[src/stq_pkg.sv]
`timescale 1ns / 1ps

package stq_pkg;

    localparam int TIMER_SLOTS = 16;
    localparam int MAX_RESULTS = 16;
    localparam int SLOT_W      = 4;
    localparam int TIME_W      = 64;
    localparam int CNT_W       = $clog2(TIMER_SLOTS + 1);
    localparam int RES_CNT_W   = $clog2(MAX_RESULTS + 1);
    localparam int CMDQ_DEPTH  = 2;
    localparam int CMDQ_PTR_W  = $clog2(CMDQ_DEPTH);
    localparam int RESQ_DEPTH  = 4;
    localparam int RESQ_PTR_W  = $clog2(RESQ_DEPTH);

    typedef enum logic [1:0] {
        REQ_START  = 2'd0,
        REQ_CANCEL = 2'd1,
        REQ_TICK   = 2'd2,
        REQ_QUERY  = 2'd3
    } req_type_t;

    typedef struct packed {
        logic [1:0]        req_type;
        logic [SLOT_W-1:0] timer_id;
        logic [TIME_W-1:0] time_value;
    } in_t;

    typedef struct packed {
        logic [SLOT_W-1:0] fired_id;
        logic              fired;
        logic              was_pending;
        logic              last;
    } out_t;

    typedef struct packed {
        req_type_t         op;
        logic              slot_ok;
        logic [SLOT_W-1:0] timer_id;
        logic [TIME_W-1:0] time_value;
    } cmd_t;

    typedef struct packed {
        logic                   busy;
        logic [CNT_W-1:0]       queue_count;
        logic [TIMER_SLOTS-1:0] active;
    } eng_status_t;

    typedef enum logic [3:0] {
        ST_IDLE,
        ST_REMOVE,
        ST_INS_START,
        ST_WALK_RD,
        ST_WALK_CMP,
        ST_INSERT,
        ST_REPLY,
        ST_TICK_CHK,
        ST_TICK_RD,
        ST_TICK_CMP,
        ST_TICK_END
    } eng_state_t;

    // True when a is strictly later than b, comparing across wrap.
    function automatic logic is_after(logic [TIME_W-1:0] a, logic [TIME_W-1:0] b);
        logic [TIME_W-1:0] d;
        d = b - a;
        return d[TIME_W-1];
    endfunction

endpackage

[src/sorted_timer_queue.sv]
`timescale 1ns / 1ps

// Channel   Direction  Handshake          Word
// request   in         push / full        stq_pkg::in_t (req_type, timer_id, time_value)
// response  out        pop / empty        stq_pkg::out_t (fired_id, fired, was_pending, last)
//
// A request word passes through the request queue into the engine and then does its
// work: a query replies at once, a cancel removes its entry first, a start removes and
// then walks the expiry list of up to sixteen timers one entry at a time (read, then
// compare), and a tick removes expired timers one at a time. The single read port of the expiry store sets the walk.
// Reset clears the list count, the active marks and both queues; no clearing pass.
// A full response queue stalls the engine, and a busy engine fills the request queue.
module sorted_timer_queue
(
    input  logic          clk,
    input  logic          rst_n,
    input  logic          push,
    input  stq_pkg::in_t  request,
    output logic          full,
    output logic          empty,
    input  logic          pop,
    output stq_pkg::out_t response
);

    // Front side: a short request queue that decodes each word.
    logic                 cmd_valid;
    logic                 cmd_take;
    stq_pkg::cmd_t        cmd;

    // Back side: the list engine and the response queue it feeds.
    logic                 res_full;
    logic                 res_push;
    stq_pkg::out_t        res_word;
    stq_pkg::eng_status_t status;

    stq_front u_front
    (
        .clk       (clk),
        .rst_n     (rst_n),
        .push      (push),
        .request   (request),
        .full      (full),
        .cmd_valid (cmd_valid),
        .cmd       (cmd),
        .cmd_take  (cmd_take)
    );

    stq_engine u_engine
    (
        .clk       (clk),
        .rst_n     (rst_n),
        .cmd_valid (cmd_valid),
        .cmd       (cmd),
        .cmd_take  (cmd_take),
        .res_full  (res_full),
        .res_push  (res_push),
        .res_word  (res_word),
        .status    (status)
    );

    stq_result_q u_result_q
    (
        .clk      (clk),
        .rst_n    (rst_n),
        .res_push (res_push),
        .res_word (res_word),
        .res_full (res_full),
        .empty    (empty),
        .pop      (pop),
        .response (response)
    );

`ifndef SYNTHESIS
    // The engine never drops a word into a full response queue.
    assert property (@(posedge clk) disable iff (!rst_n) res_push |-> !res_full)
        else $error("response word pushed into full queue");

    // The engine only takes a request that the front holds.
    assert property (@(posedge clk) disable iff (!rst_n) cmd_take |-> cmd_valid)
        else $error("request taken from empty front queue");

    // Between requests the list length matches the number of armed timers.
    assert property (@(posedge clk) disable iff (!rst_n)
        !status.busy |-> ($countones(status.active) == 32'(status.queue_count)))
        else $error("timer list length differs from active marks");

    // The list never grows past the number of slots.
    assert property (@(posedge clk) disable iff (!rst_n)
        status.queue_count <= stq_pkg::CNT_W'(stq_pkg::TIMER_SLOTS))
        else $error("timer list overflow");
`endif

endmodule

[src/stq_front.sv]
`timescale 1ns / 1ps

module stq_front
(
    input  logic         clk,
    input  logic         rst_n,
    input  logic         push,
    input  stq_pkg::in_t request,
    output logic         full,
    output logic         cmd_valid,
    output stq_pkg::cmd_t cmd,
    input  logic         cmd_take
);

    stq_pkg::cmd_t q_reg [stq_pkg::CMDQ_DEPTH];
    logic [stq_pkg::CMDQ_PTR_W-1:0] wr_ptr_reg;
    logic [stq_pkg::CMDQ_PTR_W-1:0] rd_ptr_reg;
    logic [stq_pkg::CMDQ_PTR_W:0]   cnt_reg;
    logic [stq_pkg::CMDQ_PTR_W-1:0] wr_ptr_next;
    logic [stq_pkg::CMDQ_PTR_W-1:0] rd_ptr_next;
    logic [stq_pkg::CMDQ_PTR_W:0]   cnt_next;
    logic                           do_wr;
    logic                           do_rd;
    stq_pkg::cmd_t                  decoded;

    // Decode the request and flag slot numbers beyond the table.
    always_comb
    begin
        decoded.op         = stq_pkg::req_type_t'(request.req_type);
        decoded.timer_id   = request.timer_id;
        decoded.time_value = request.time_value;
        decoded.slot_ok    = ({1'b0, request.timer_id} <
                              (stq_pkg::SLOT_W + 1)'(stq_pkg::TIMER_SLOTS));
    end

    assign full      = (cnt_reg == (stq_pkg::CMDQ_PTR_W + 1)'(stq_pkg::CMDQ_DEPTH));
    assign cmd_valid = (cnt_reg != '0);
    assign cmd       = q_reg[rd_ptr_reg];
    assign do_wr     = push && !full;
    assign do_rd     = cmd_take && cmd_valid;

    always_comb
    begin
        wr_ptr_next = do_wr ? wr_ptr_reg + 1'b1 : wr_ptr_reg;
        rd_ptr_next = do_rd ? rd_ptr_reg + 1'b1 : rd_ptr_reg;
        cnt_next    = cnt_reg + (stq_pkg::CMDQ_PTR_W + 1)'(do_wr)
                              - (stq_pkg::CMDQ_PTR_W + 1)'(do_rd);
    end

    always_ff @(posedge clk or negedge rst_n)
    begin
        if (!rst_n)
        begin
            wr_ptr_reg <= '0;
            rd_ptr_reg <= '0;
            cnt_reg    <= '0;
        end
        else
        begin
            wr_ptr_reg <= wr_ptr_next;
            rd_ptr_reg <= rd_ptr_next;
            cnt_reg    <= cnt_next;
        end
    end

    always_ff @(posedge clk)
    begin
        if (do_wr)
        begin
            q_reg[wr_ptr_reg] <= decoded;
        end
    end

endmodule

[src/stq_result_q.sv]
`timescale 1ns / 1ps

module stq_result_q
(
    input  logic          clk,
    input  logic          rst_n,
    input  logic          res_push,
    input  stq_pkg::out_t res_word,
    output logic          res_full,
    output logic          empty,
    input  logic          pop,
    output stq_pkg::out_t response
);

    stq_pkg::out_t q_reg [stq_pkg::RESQ_DEPTH];
    logic [stq_pkg::RESQ_PTR_W-1:0] wr_ptr_reg;
    logic [stq_pkg::RESQ_PTR_W-1:0] rd_ptr_reg;
    logic [stq_pkg::RESQ_PTR_W:0]   cnt_reg;
    logic [stq_pkg::RESQ_PTR_W-1:0] wr_ptr_next;
    logic [stq_pkg::RESQ_PTR_W-1:0] rd_ptr_next;
    logic [stq_pkg::RESQ_PTR_W:0]   cnt_next;
    logic                           do_wr;
    logic                           do_rd;

    assign res_full = (cnt_reg == (stq_pkg::RESQ_PTR_W + 1)'(stq_pkg::RESQ_DEPTH));
    assign empty    = (cnt_reg == '0);
    assign response = q_reg[rd_ptr_reg];
    assign do_wr    = res_push && !res_full;
    assign do_rd    = pop && !empty;

    always_comb
    begin
        wr_ptr_next = do_wr ? wr_ptr_reg + 1'b1 : wr_ptr_reg;
        rd_ptr_next = do_rd ? rd_ptr_reg + 1'b1 : rd_ptr_reg;
        cnt_next    = cnt_reg + (stq_pkg::RESQ_PTR_W + 1)'(do_wr)
                              - (stq_pkg::RESQ_PTR_W + 1)'(do_rd);
    end

    always_ff @(posedge clk or negedge rst_n)
    begin
        if (!rst_n)
        begin
            wr_ptr_reg <= '0;
            rd_ptr_reg <= '0;
            cnt_reg    <= '0;
        end
        else
        begin
            wr_ptr_reg <= wr_ptr_next;
            rd_ptr_reg <= rd_ptr_next;
            cnt_reg    <= cnt_next;
        end
    end

    always_ff @(posedge clk)
    begin
        if (do_wr)
        begin
            q_reg[wr_ptr_reg] <= res_word;
        end
    end

endmodule

[src/stq_engine.sv]
`timescale 1ns / 1ps

module stq_engine
(
    input  logic                 clk,
    input  logic                 rst_n,
    input  logic                 cmd_valid,
    input  stq_pkg::cmd_t        cmd,
    output logic                 cmd_take,
    input  logic                 res_full,
    output logic                 res_push,
    output stq_pkg::out_t        res_word,
    output stq_pkg::eng_status_t status
);

    localparam int N = stq_pkg::TIMER_SLOTS;

    stq_pkg::eng_state_t state_reg, state_next;
    stq_pkg::cmd_t       cur_reg, cur_next;
    logic                pend_reg, pend_next;
    logic [stq_pkg::CNT_W-1:0]     pos_reg, pos_next;
    logic [stq_pkg::CNT_W-1:0]     count_reg, count_next;
    logic [stq_pkg::SLOT_W-1:0]    order_reg [N];
    logic [stq_pkg::SLOT_W-1:0]    order_next [N];
    logic [N-1:0]                  active_reg, active_next;
    logic [stq_pkg::RES_CNT_W-1:0] n_reg, n_next;
    logic                          hold_valid_reg, hold_valid_next;
    logic [stq_pkg::SLOT_W-1:0]    hold_id_reg, hold_id_next;

    // Expiry store: one write port, one registered read port.
    logic [stq_pkg::TIME_W-1:0] exp_mem [N];
    logic [stq_pkg::TIME_W-1:0] rd_data_reg;
    logic                       mem_we;
    logic [stq_pkg::SLOT_W-1:0] rd_addr;

    logic                       rd_after_tv;
    logic                       tv_after_rd;
    logic [stq_pkg::CNT_W-1:0]  pos_inc;
    logic [stq_pkg::CNT_W-1:0]  rm_idx;
    logic                       rm_found;

    assign rd_addr     = order_reg[pos_reg[stq_pkg::SLOT_W-1:0]];
    assign rd_after_tv = stq_pkg::is_after(rd_data_reg, cur_reg.time_value);
    assign tv_after_rd = stq_pkg::is_after(cur_reg.time_value, rd_data_reg);
    assign pos_inc     = pos_reg + 1'b1;

    // Locate the list position of the timer being removed.
    always_comb
    begin
        rm_found = 1'b0;
        rm_idx   = '0;
        for (int i = 0; i < N; i++)
        begin
            if (!rm_found && (stq_pkg::CNT_W'(i) < count_reg) &&
                (order_reg[i] == cur_reg.timer_id))
            begin
                rm_found = 1'b1;
                rm_idx   = stq_pkg::CNT_W'(i);
            end
        end
    end

    always_comb
    begin
        state_next = state_reg;
        case (state_reg)
            stq_pkg::ST_IDLE:
            begin
                if (cmd_valid)
                begin
                    if (cmd.op == stq_pkg::REQ_TICK)
                        state_next = stq_pkg::ST_TICK_CHK;
                    else if (!cmd.slot_ok || cmd.op == stq_pkg::REQ_QUERY)
                        state_next = stq_pkg::ST_REPLY;
                    else
                        state_next = stq_pkg::ST_REMOVE;
                end
            end
            stq_pkg::ST_REMOVE:
            begin
                if (cur_reg.op == stq_pkg::REQ_START)
                    state_next = stq_pkg::ST_INS_START;
                else
                    state_next = stq_pkg::ST_REPLY;
            end
            stq_pkg::ST_INS_START:
            begin
                if (count_reg == stq_pkg::CNT_W'(N))
                    state_next = stq_pkg::ST_REPLY;
                else if (count_reg == '0)
                    state_next = stq_pkg::ST_INSERT;
                else
                    state_next = stq_pkg::ST_WALK_RD;
            end
            stq_pkg::ST_WALK_RD:
            begin
                state_next = stq_pkg::ST_WALK_CMP;
            end
            stq_pkg::ST_WALK_CMP:
            begin
                if (pos_reg == '0)
                begin
                    if (!rd_after_tv && (pos_inc < count_reg))
                        state_next = stq_pkg::ST_WALK_RD;
                    else
                        state_next = stq_pkg::ST_INSERT;
                end
                else if (tv_after_rd && (pos_inc < count_reg))
                    state_next = stq_pkg::ST_WALK_RD;
                else
                    state_next = stq_pkg::ST_INSERT;
            end
            stq_pkg::ST_INSERT:
            begin
                state_next = stq_pkg::ST_REPLY;
            end
            stq_pkg::ST_REPLY:
            begin
                if (!res_full)
                    state_next = stq_pkg::ST_IDLE;
            end
            stq_pkg::ST_TICK_CHK:
            begin
                if (n_reg == stq_pkg::RES_CNT_W'(stq_pkg::MAX_RESULTS) || count_reg == '0)
                    state_next = stq_pkg::ST_TICK_END;
                else
                    state_next = stq_pkg::ST_TICK_RD;
            end
            stq_pkg::ST_TICK_RD:
            begin
                state_next = stq_pkg::ST_TICK_CMP;
            end
            stq_pkg::ST_TICK_CMP:
            begin
                if (!tv_after_rd)
                    state_next = stq_pkg::ST_TICK_END;
                else if (!(hold_valid_reg && res_full))
                    state_next = stq_pkg::ST_TICK_CHK;
            end
            stq_pkg::ST_TICK_END:
            begin
                if (!res_full)
                    state_next = stq_pkg::ST_IDLE;
            end
            default:
            begin
                state_next = stq_pkg::ST_IDLE;
            end
        endcase
    end

    always_comb
    begin
        cur_next        = cur_reg;
        pend_next       = pend_reg;
        pos_next        = pos_reg;
        count_next      = count_reg;
        order_next      = order_reg;
        active_next     = active_reg;
        n_next          = n_reg;
        hold_valid_next = hold_valid_reg;
        hold_id_next    = hold_id_reg;
        cmd_take        = 1'b0;
        res_push        = 1'b0;
        res_word        = '0;
        mem_we          = 1'b0;
        case (state_reg)
            stq_pkg::ST_IDLE:
            begin
                if (cmd_valid)
                begin
                    cmd_take        = 1'b1;
                    cur_next        = cmd;
                    pend_next       = cmd.slot_ok && active_reg[cmd.timer_id];
                    pos_next        = '0;
                    n_next          = '0;
                    hold_valid_next = 1'b0;
                end
            end
            stq_pkg::ST_REMOVE:
            begin
                if (pend_reg && rm_found)
                begin
                    for (int i = 0; i < N - 1; i++)
                    begin
                        if (stq_pkg::CNT_W'(i) >= rm_idx)
                            order_next[i] = order_reg[i + 1];
                    end
                    count_next = count_reg - 1'b1;
                end
                active_next[cur_reg.timer_id] = 1'b0;
            end
            stq_pkg::ST_INS_START:
            begin
                mem_we   = (count_reg != stq_pkg::CNT_W'(N));
                pos_next = '0;
            end
            stq_pkg::ST_WALK_CMP:
            begin
                if (pos_reg == '0)
                begin
                    if (!rd_after_tv)
                        pos_next = pos_inc;
                end
                else if (tv_after_rd)
                    pos_next = pos_inc;
            end
            stq_pkg::ST_INSERT:
            begin
                for (int j = 0; j < N; j++)
                begin
                    if (stq_pkg::CNT_W'(j) == pos_reg)
                        order_next[j] = cur_reg.timer_id;
                    else if (j > 0 && stq_pkg::CNT_W'(j) > pos_reg)
                        order_next[j] = order_reg[(j > 0) ? j - 1 : 0];
                end
                count_next                    = count_reg + 1'b1;
                active_next[cur_reg.timer_id] = 1'b1;
            end
            stq_pkg::ST_REPLY:
            begin
                res_push             = !res_full;
                res_word.fired_id    = cur_reg.timer_id;
                res_word.fired       = 1'b0;
                res_word.was_pending = pend_reg;
                res_word.last        = 1'b1;
            end
            stq_pkg::ST_TICK_CMP:
            begin
                if (tv_after_rd && !(hold_valid_reg && res_full))
                begin
                    for (int i = 0; i < N - 1; i++)
                    begin
                        order_next[i] = order_reg[i + 1];
                    end
                    count_next               = count_reg - 1'b1;
                    active_next[order_reg[0]] = 1'b0;
                    res_push                 = hold_valid_reg;
                    res_word.fired_id        = hold_id_reg;
                    res_word.fired           = 1'b1;
                    res_word.was_pending     = 1'b0;
                    res_word.last            = 1'b0;
                    hold_valid_next          = 1'b1;
                    hold_id_next             = order_reg[0];
                    n_next                   = n_reg + 1'b1;
                end
            end
            stq_pkg::ST_TICK_END:
            begin
                res_push             = !res_full;
                res_word.fired_id    = hold_valid_reg ? hold_id_reg : cur_reg.timer_id;
                res_word.fired       = hold_valid_reg;
                res_word.was_pending = 1'b0;
                res_word.last        = 1'b1;
            end
            default:
            begin
                res_push = 1'b0;
            end
        endcase
    end

    assign status.busy        = (state_reg != stq_pkg::ST_IDLE);
    assign status.queue_count = count_reg;
    assign status.active      = active_reg;

    always_ff @(posedge clk or negedge rst_n)
    begin
        if (!rst_n)
        begin
            state_reg      <= stq_pkg::ST_IDLE;
            count_reg      <= '0;
            active_reg     <= '0;
            hold_valid_reg <= 1'b0;
            n_reg          <= '0;
            pos_reg        <= '0;
        end
        else
        begin
            state_reg      <= state_next;
            count_reg      <= count_next;
            active_reg     <= active_next;
            hold_valid_reg <= hold_valid_next;
            n_reg          <= n_next;
            pos_reg        <= pos_next;
        end
    end

    always_ff @(posedge clk)
    begin
        cur_reg     <= cur_next;
        pend_reg    <= pend_next;
        order_reg   <= order_next;
        hold_id_reg <= hold_id_next;
    end

    always_ff @(posedge clk)
    begin
        if (mem_we)
        begin
            exp_mem[cur_reg.timer_id] <= cur_reg.time_value;
        end
        rd_data_reg <= exp_mem[rd_addr];
    end

endmodule
[config.mk]
export PLATFORM = sky130hd
export DESIGN_NAME = sorted_timer_queue
export DESIGN_NICKNAME = d
export VERILOG_FILES = /design/src/stq_pkg.sv /design/src/sorted_timer_queue.sv /design/src/stq_front.sv /design/src/stq_result_q.sv /design/src/stq_engine.sv
export SDC_FILE = /design/constraint.sdc
export NUM_CORES = 2
export LEC_CHECK = 0
export BUFFER_PORTS_ARGS = -buffer_cell sky130_fd_sc_hd__buf_2
export CAP_MARGIN = 20
export CORE_UTILIZATION = 55
export CTS_CLUSTER_DIAMETER = 150
export DETAILED_ROUTE_END_ITERATION = 8
export GPL_ROUTABILITY_DRIVEN = 0
export PLACE_DENSITY = 0.71
export SLEW_MARGIN = 20
export SYNTH_ARGS = -nofsm -noshare
export SYNTH_HDL_FRONTEND = slang
export SYNTH_SLANG_ARGS = --single-unit
export TNS_END_PERCENT = 50
[constraint.sdc]
create_clock -name clk -period 8.16 [get_ports clk]
set_clock_uncertainty 0.2 [all_clocks]
set_input_delay 0.408 -clock clk [delete_from_list [all_inputs] [get_ports clk]]
set_output_delay 0.408 -clock clk [all_outputs]
set_load 0.02 [all_outputs]
==> metrics.cfg <==
[setup_path]
endpoint_kind = flip-flop
required_ps = 8630
slowest_delay_ps = 730
r2r_start = u_engine.cur_reg[62]
cp.arrival_ps = 5860
worstPathMaxFanout = 18
crit_path_cell_trace = ha_1 -> nand4_1 -> nor4_1 -> and3_1 -> a21boi_0 -> nor2_1 -> nand3_1 -> nand3b_1 -> o22ai_1 -> ha_1 -> inv_1 -> fa_1 -> xnor2_1 -> xnor2_1
crit_slowest_cell = nor4_1
rrSetupSlack_ps = 2780
startpoint = u_engine.cur_reg[62]
path_class = flip-flop to flip-flop
critPathLaunchType = flip-flop

[die]
io_pins = 83
core_area_um2 = 107700
num_rows = 120
start_util_pct = 55.86
die_w_um = 332.6
dieArea_um2 = 110700
die_h_um = 332.6

[sta]
slew_viol_final = 0
setup_tns_ps = 0
timing.hold.ws_ps = 104.7
fmax_mhz = 185.7
tightestPinTransition_ps = 1078
max_slew_margin_pct = 28.11
setup_viol = 0
rsz0062_at_grt = false
finalHoldViolCount = 0
finalCritPeriodShare_pct = 65.99
min_period_ps = 5385

[finish]
largest_register_ffs = 1024
nets = 3823
num_antenna_cells = 0
drive_above_1_share_pct = 21.85
syn2layout_area_growth_pct = 12.69
finish.utilization_pct = 62.94
nFillCells = 7268

[clocking]
insertion_delay_ps = 760
cts_sinks = 1442
clock_path_buffers = 3
cts_resized = 0
cts_buffers = 146
cts_max_level = 4
cts_root_buf = clkbuf_16
cts_tree = built
path_clk_slew_ps = 60

[placement]
hpwl_mm = 72.69
port_buffers = 82

[route]
remaining_drc_errors = 0
drt-pass1-iter-count = 6
drtIter0Drc = 3045
vias_per_cell = 6.174
postRouteAntennaNets = 0
wirelength_mm = 134.7
vias = 31670
wl_per_cell_um = 26.27

[hold_path]
min_path_type = input pin to async pin

[logic_synthesis]
synthArstFlopShare_pct = 3.259
synth_edf_count = 1331
syn_area_per_cell_um2 = 17.62
synth_cells = 3412
syn_nets = 3632
netlist_area_um2 = 60130
synth-seq-cells = 1442
ys_types = 66
synth_seq_area_share_pct = 70.56
synthFlopType = edfxtp_1
yosys_warnings = 0

[grt]
grt_antenna_before_repair = 3
grt_pass1_vias = 32660
grt_overflow_total = 0
grt_pass1_wl_mm = 201.2
grt_usage_pct = 24.64
grt_max_degree = 127

[power_and_ir_drop]
p_leak_uw = 0.02330
peakVddDrop_v = 0.0003357
p_per_area_nw_per_um2 = 377.2

[job]
drv_cap = 0

[run_status]
outcome = finished clean

## cell families (layout without fill, tap and decap cells)
| logic type | count (synthesis) | in the layout | share of synthesized area [%] |
|---|---|---|---|
| DFF | 1442 | 1442 | 70.56 |
| muxes | 554 | 554 | 15.42 |
| and+or+nand+nor | 460 | 460 | 3.498 |
| AOI/OAI and AO/OA | 403 | 403 | 3.991 |
| buffers and inverters | 324 | 638 | 2.274 |
| adders and majority gates | 146 | 146 | 3.050 |
| xor gates and xnor gates | 83 | 83 | 1.209 |
## placed cells by master (no fill, tap or decap), types with 64 or more instances in the layout
| cell type | Yosys | layout |
|---|---|---|
| dlygate4sd3_1 | 0 | 73 |
| clkbuf_16 | 0 | 150 |
| edfxtp_1 | 1331 | 1331 |
| ha_1 | 145 | 145 |
| buf_2 | 52 | 82 |
| o21ai_0 | 101 | 101 |
| a21oi_1 | 112 | 112 |
| mux2i_1 | 131 | 131 |
| inv_1 | 157 | 156 |
| nand2_1 | 217 | 216 |
| dfxtp_1 | 64 | 64 |
| mux2_2 | 139 | 139 |
| o21ai_1 | 66 | 66 |
| mux4_2 | 284 | 280 |
## power breakdown
part           switching [µW]  internal, µW  total (µW)  leakage [µW]
Sequential               1150          9800       11000        0.0132
Clock                    2770          3920        6690       0.00237
Combinational            4390          3530        7910       0.00772
Total                    8310         17200       25600        0.0233
## area by class of cell
type | count | area (µm²) | share of cell area (%)
Sequential cell | 1442 | 42430 | 62.62
Multi-Input combinational cell | 1646 | 16470 | 24.31
Clock buffer | 195 | 4043 | 5.966
Tap cell | 1403 | 1755 | 2.591
Timing Repair Buffer | 210 | 1665 | 2.458
Clock inverter | 76 | 800.8 | 1.182
Inverter | 157 | 590.6 | 0.8716
## worst max-delay path, delay by kind of cell, from the launching register on
kind | cells | cell delay (ps)
compound gates | 2 | 990
xor+xnor | 2 | 320
fa+ha+maj | 3 | 1050
buf+inv | 1 | 50
flops | 1 | 610
simple gates | 6 | 2070
## timing repair
action | in CTS | in global routing
setup buffers | 0 | 0
hold buffers | 73 | 0
hold endpoints to repair | 190 | 0
## synth_stat cells, types with 10 or more instances
master | count | share of area, %
edfxtp_1 | 1331 | 66
mux4_2 | 284 | 11
nand2_1 | 217 | 1.4
inv_1 | 157 | 0.98
ha_1 | 145 | 3.0
mux2_2 | 139 | 2.6
mux2i_1 | 131 | 2.2
a21oi_1 | 112 | 0.93
o21ai_0 | 101 | 0.84
clkbuf_1 | 89 | 0.56
nor2_1 | 66 | 0.41
o21ai_1 | 66 | 0.55
dfxtp_1 | 64 | 2.1
xnor2_1 | 63 | 0.92
buf_2 | 52 | 0.43
dfrtp_1 | 47 | 2.0
nor3_1 | 44 | 0.37
nand2b_1 | 24 | 0.25
nand3_1 | 24 | 0.20
nand4_1 | 24 | 0.25
xor2_1 | 20 | 0.29
nor2b_1 | 18 | 0.19
a211oi_1 | 15 | 0.19
buf_1 | 13 | 0.081
and2_1 | 11 | 0.11
and3_1 | 10 | 0.10
buf_6 | 10 | 0.19
## path summary, 6_finish.rpt
kind,to,cells past startpoint
worst min-delay path,u_result_q.cnt_reg[1],3
worst max-delay path,u_result_q.cnt_reg[2],14
min in group clk,u_front.q_reg[1][28],2
max in group asynchronous,u_front.rd_ptr_reg,3
worst min register to register,u_front.cnt_reg[1],1
worst max register to register,u_result_q.cnt_reg[2],14
## stage by stage
step           area, µm²  setup slack, ps  total power, µW  cells
3_5_place_dp       62150             2769            18930   4784
4_1_cts            67720             2736            25670   5128
6_report           67760             2775            25560   5129
2_1_floorplan      60130             1456            16650   3412
5_1_grt            67760             2400            26770   5129
3_3_place_gp       62140             2339            18630   4784
## layer usage
layer	track usage [%]	routed length (µm)	up-vias
met2	39.89	65300	1360
met1	34.09	55850	16280
li1	-	-	13760
met3	4.559	10070	261
met4	7.900	3484	4
met5	0	28	-
Power figures use the tool's default switching activity.
